## config.mk

```make
export PLATFORM = sky130hd
export DESIGN_NAME = swmm_div
export DESIGN_NICKNAME = d
export VERILOG_FILES = /design/src/swmm_div.sv
export SDC_FILE = /design/constraint.sdc
export NUM_CORES = 1
export LEC_CHECK = 0
export ABC_AREA = 1
export ABC_CLOCK_PERIOD_IN_PS = 4700
export BUFFER_PORTS_ARGS = -buffer_cell sky130_fd_sc_hd__buf_4
export CAP_MARGIN = 20
export CORE_MARGIN = 2
export CORE_UTILIZATION = 50
export CTS_BUF_LIST = sky130_fd_sc_hd__clkbuf_16
export CTS_CLUSTER_DIAMETER = 60
export DETAILED_ROUTE_END_ITERATION = 10
export PLACE_DENSITY = 0.8
export SETUP_SLACK_MARGIN = 0.05
export SYNTH_ARGS = -nofsm -noshare
export SYNTH_HDL_FRONTEND = slang
export SYNTH_SLANG_ARGS = --single-unit
```

## constraint.sdc

```tcl
create_clock -name clk -period 4.7 [get_ports clk]
set_input_delay 0 -clock clk [delete_from_list [all_inputs] [get_ports clk]]
set_output_delay 0 -clock clk [all_outputs]
set_load 0.005 [all_outputs]
```

## src/swmm_div.sv

```systemverilog
// iterative signed-by-unsigned divider, one quotient bit per cycle, truncates toward zero
module swmm_div #(
  parameter int DIVIDEND_W = 36,
  parameter int DIVISOR_W  = 12
) (
  input  logic                         clk,
  input  logic                         rst,
  input  logic                         start,
  input  logic signed [DIVIDEND_W-1:0] dividend,
  input  logic        [DIVISOR_W-1:0]  divisor,
  output logic                         done,
  output logic signed [DIVIDEND_W-1:0] quotient
);

  localparam int CNT_W = $clog2(DIVIDEND_W + 1);

  logic                  active;
  logic [CNT_W-1:0]      cnt;
  logic                  neg;
  logic [DIVIDEND_W-1:0] q;
  logic [DIVISOR_W-1:0]  rem;
  logic [DIVISOR_W-1:0]  dvs;

  logic [DIVISOR_W:0]    trial;
  logic                  ge;
  logic [DIVISOR_W:0]    diff;
  logic [DIVIDEND_W-1:0] mag;

  always_comb begin
    trial = {rem, q[DIVIDEND_W-1]};
    ge    = trial >= {1'b0, dvs};
    diff  = trial - {1'b0, dvs};
    mag   = dividend[DIVIDEND_W-1] ? (~dividend + 1'b1) : dividend;
  end

  always_ff @(posedge clk) begin
    if (rst) begin
      active <= 1'b0;
      done   <= 1'b0;
      cnt    <= '0;
    end else begin
      done <= active && (cnt == CNT_W'(1));
      if (start) begin
        active <= 1'b1;
        cnt    <= CNT_W'(DIVIDEND_W);
        neg    <= dividend[DIVIDEND_W-1];
        q      <= mag;
        rem    <= '0;
        dvs    <= divisor;
      end else if (active) begin
        // restoring step: the shifted-out dividend bit meets the remainder
        rem <= ge ? diff[DIVISOR_W-1:0] : trial[DIVISOR_W-1:0];
        q   <= {q[DIVIDEND_W-2:0], ge};
        cnt <= cnt - 1'b1;
        if (cnt == CNT_W'(1)) begin
          active <= 1'b0;
        end
      end
    end
  end

  assign quotient = neg ? -$signed(q) : $signed(q);

endmodule

```

### After elaboration in Yosys (flattened, before gate mapping)

Cells that the tools add are included.

* equality and inequality tests: 1
* $mul: 0
* reductions and logical operators: 5
* magnitude comparators: 1
* shift-type cells: 0
* add/subtract/negate cells: 4
* multiplexer cells: 11
* bitwise gates (word level): 2
* divide/modulo/power cells: 0

Operator list (count)
* two-way mux 36 bit: 4
* adder 36 x 1 -> 36 bit, second input constant: 1
* negator 36 bit: 1
* inverter 36 bit: 1
* two-way mux 12 bit: 2
* greater-or-equal comparator 13 x 12 -> 1 bit: 1
* two-way mux 6 bit: 2
* subtractor 12 bit: 1
* equality test 6 x 1 -> 1 bit, second input constant: 1
* subtractor 6 x 1 -> 6 bit, second input constant: 1
* AND reduction 2 bit: 2
* two-way mux 1 bit: 3
* nonzero test 2 bit: 1
* OR reduction 2 bit: 1
* logical AND 1 bit: 1
* inverter 1 bit: 1

* output and inout port bits: 37
* bits in latches: 0
* memories kept: 0
* word-level logic and storage cells: 32
* bits in registers: 69
* ROM bits: 0
* RAM bits: 0
* input bits: 51

### Longest topological paths before layout

* word-level depth: 4
* gate-level depth with buffers: 13
* mapped depth without buffers: 13

### Worst setup path after synthesis

OpenSTA, ideal clock, no wires.

* path kind: input to register
* start: input port start
* end: register q[0], enable pin
* arrival: 3.661 ns
* stages on the path: 3
* library setup time: 0.520 ns
* required time: 4.180 ns
* buffers on the path: 1
* slack: 0.519 ns
* cell sequence: inv_1 clkbuf_1 o21ai_0

* word-level cells in the longest chain between the ends: 2

RTL lines
* start, declared: line 8 `input logic start,`
* nonzero test 2 bit (no source line)
* AND reduction 2 bit (no source line)
* end signal, assigned: line 47 `q <= mag;`
* end signal, assigned: line 53 `q <= {q[DIVIDEND_W-2:0], ge};`
* end, declared: line 20 `logic [DIVIDEND_W-1:0] q;`

No other way between the ends.
A chain may end at the register's enable or synchronous reset.

### Worst setup path in the final report

* start: register q[0]
* end: output port quotient[26]

* word-level cells in the longest chain between the ends: 2

RTL lines
* negator 36 bit: line 62 `assign quotient = neg ? -$signed(q) : $signed(q);`
* two-way mux 36 bit: line 62
* end, declared: line 12 `output logic signed [DIVIDEND_W-1:0] quotient`

No other way between the ends.

==> metrics.cfg <==
[status]
status=completed

[synthesis]
synth.avg_cell_area_um2=6.839
syn_area_um2=5622
synth_nets=890
synth.distinct_cells=41
ys_warn_count=0
synthArstFlopShare=0
ys_seq_area_frac=0.3543
ys_ff_latch=69
synth-edff-count=61
synthCells=822
synth_ff_type=edfxtp_1

[sta]
hold_viol=0
max_freq_mhz=452.0
slew_violations=0
rsz0062_at_grt=false
skew_ns=0.007373
min_period_over_period=0.4708
fin_tns_setup_ns=0
tightest_slew_ns=0.6233
finalSetupViolations=0
period_needed_ns=2.213
hold-worst-slack_ns=0.05169
worst_slack_ns=2.487
max_slew_margin=0.5845

[detailed_routing]
ant_nets=0
wl_per_cell_um=13.85
vias_per_cell=5.279
drcViolationCount=0
wl_um=14700
first_pass_iters=5
drt_iter0_drc=358
vias=5601

[final_layout]
n_fill_cell=1001
drive_gt1_frac=0.1368
num_antenna_cells=0
instances_no_fill=1061
syn_to_final_growth_pct=20.77
nets=984

[die]
fp.dieH_um=110.0
initial_core_util=0.5163
core_area_um2=10890
dieArea_um2=12110
io_pins=88
die_x_um=110.0
num_rows=38

[clock_tree]
numCtsBuffers=9
clk_pin_slew_ns=0.06
insertion_delay_ns=0.33
cts_buffer_depth=2
cts_num_sinks=69
htree_levels=3
clockRootBuffer=clkbuf_16
cts_hold_buf=13
cts_resized=0
cts_setup_buffers=0
cts_tree=done

[global_routing]
grt_pass1_vias=5133
antenna_found_initial=0
grt_max_degree=50
grt_overflow=0
grt_usage=0.2523
grt_pass1_wl_um=23900

[min_path]
worstHoldEndpoint=q[18]
min_path_type=input port to flip-flop
min-delay-start=dividend[18]
holdPathStages=3

[placement]
pre_cts_ws_ns=2.570
port_buffers=87
dp.cells=1032
globalplace.congestion=0.9113
dp_hpwl_um=11180

[setup_path]
reg2reg_depth=8
start_kind=flip-flop
r2r_end=rem[8]
crit_arrival_ns=2.21
crit_type=flip-flop to primary output
r2r_start=rem[8]
reg2reg_setup_slack_ns=2.51
crit_fanout=6
end_kind=primary output
required_ns=4.70

[power_and_ir_drop]
ir_drop_mv=0.1711
powerDensity_nw_per_um2=290.5
power.leakage_nw=3.212

[flow_run]
drv_cap=0

==> synth_stat cells, types with 3 or more instances <==
cell type,n,area share
nand2_1,228,0.15
nor2_1,122,0.081
inv_1,107,0.071
nand3_1,79,0.070
edfxtp_1,61,0.33
o21ai_0,43,0.038
xor2_1,33,0.051
a21oi_1,22,0.020
nand4_1,17,0.019
ha_1,16,0.036
clkbuf_1,13,0.0087
xnor2_1,9,0.014
dfxtp_1,8,0.028
nand3b_1,6,0.0080
o21ai_1,5,0.0045
a31oi_1,4,0.0045
nor2_2,4,0.0045
nor3_1,4,0.0036
buf_2,3,0.0027
nand2_2,3,0.0033
o211ai_1,3,0.0040
o31ai_1,3,0.0040
==> per-layer routing <==
metal	part of all wire	vias up	GRT usage
li1	-	2858	-
met1	0.46	2542	0.3449
met2	0.47	176	0.4185
met3	0.053	25	0.02763
met4	0.019	0	0.08137
met5	0	-	0
==> cell families (layout without fill, tap and decap cells) <==
family                   count (synthesis)  in the layout  share of synthesized area
AO/OA/AOI/OAI                           90             90                    0.08992
XOR/XNOR                                42             42                    0.06544
adder cells (fa/ha/maj)                 17             17                    0.03917
buffers and inverters                  130            229                    0.09081
flip-flops                              69             69                     0.3543
AND/OR/NAND/NOR                        474            474                     0.3603
==> worst max-delay path: stages (launching register included) <==
cell	delay, ns
edfxtp_1	0.40
inv_1	0.17
ha_1	0.21
nand3_2	0.12
nor2_4	0.20
nand3_2	0.16
o21ai_2	0.23
nand2_1	0.09
xor2_1	0.16
buf_4	0.13
==> worst max-delay path by stage <==
stage	start	endpoint	slack, ns	cells past startpoint
detailed placement	rem[5]	rem[9]	2.57	9
global placement	rem[5]	rem[10]	2.58	12
global route	q[0]	quotient[32]	2.26	10
floorplan	start	q[0]	0.52	3
CTS	q[0]	quotient[26]	2.48	9
finish	q[0]	quotient[26]	2.49	9
==> through the flow <==
step | area (um2) | power, mW | util
floorplan | 5622 | 1.155 | -
global placement | 6390 | 1.346 | 0.5869
detailed placement | 6390 | 1.352 | 0.5869
CTS | 6789 | 1.974 | 0.6235
global route | 6789 | 2.081 | 0.6235
finish | 6789 | 1.972 | 0.6235
==> layout make-up <==
| class | count | area (um2) | share of cell area |
|---|---|---|---|
| Clock buffer | 9 | 225.2 | 0.03317 |
| Clock inverter | 7 | 43.79 | 0.006450 |
| Inverter | 109 | 409.1 | 0.06027 |
| Multi-Input combinational cell | 623 | 3131 | 0.4611 |
| Sequential cell | 69 | 1992 | 0.2934 |
| Tap cell | 140 | 175.2 | 0.02580 |
| Timing Repair Buffer | 104 | 813.3 | 0.1198 |
==> power by group <==
part,internal [mW],leakage (nW),total [mW],switching (mW)
Clock,0.355,0.142,0.614,0.259
Combinational,0.234,2.42,0.572,0.337
Sequential,0.740,0.655,0.787,0.0462
==> registers in the layout, summed over array words and instances, names as in the netlist <==
| signal | flops |
|---|---|
| cnt | 6 |
| active | 1 |
| dvs | 12 |
| q | 36 |
| rem | 12 |
| neg | 1 |
| done | 1 |
==> layout by cell type, fill, tap and decap left out, types with 2 or more instances in the layout <==
| cell type | synthesis | routed |
|---|---|---|
| inv_1 | 107 | 109 |
| o21bai_1 | 2 | 2 |
| nand2_2 | 3 | 3 |
| nand4_1 | 17 | 17 |
| edfxtp_1 | 61 | 61 |
| nor2_2 | 4 | 4 |
| o31ai_1 | 3 | 3 |
| clkbuf_16 | 0 | 9 |
| o21ai_1 | 5 | 5 |
| nand3b_1 | 6 | 6 |
| a21oi_1 | 22 | 22 |
| inv_2 | 2 | 2 |
| o21ai_0 | 43 | 42 |
| nor3_1 | 4 | 4 |
| nand3_1 | 79 | 79 |
| o21a_1 | 2 | 2 |
| o21ai_4 | 1 | 2 |
| o211ai_1 | 3 | 3 |
| clkinv_2 | 0 | 2 |
| and2_1 | 2 | 2 |
| a31oi_1 | 4 | 4 |
| nand2_1 | 228 | 228 |
| dlygate4sd3_1 | 0 | 13 |
| o21ai_2 | 2 | 2 |
| dfxtp_1 | 8 | 8 |
| xnor2_1 | 9 | 9 |
| nand3_2 | 2 | 2 |
| clkinv_4 | 0 | 2 |
| nor2_1 | 122 | 122 |
| nor2_4 | 2 | 2 |
| ha_1 | 16 | 16 |
| xor2_1 | 33 | 33 |
| buf_4 | 1 | 91 |
| o22ai_1 | 2 | 2 |
Power figures use the tool's default switching activity.
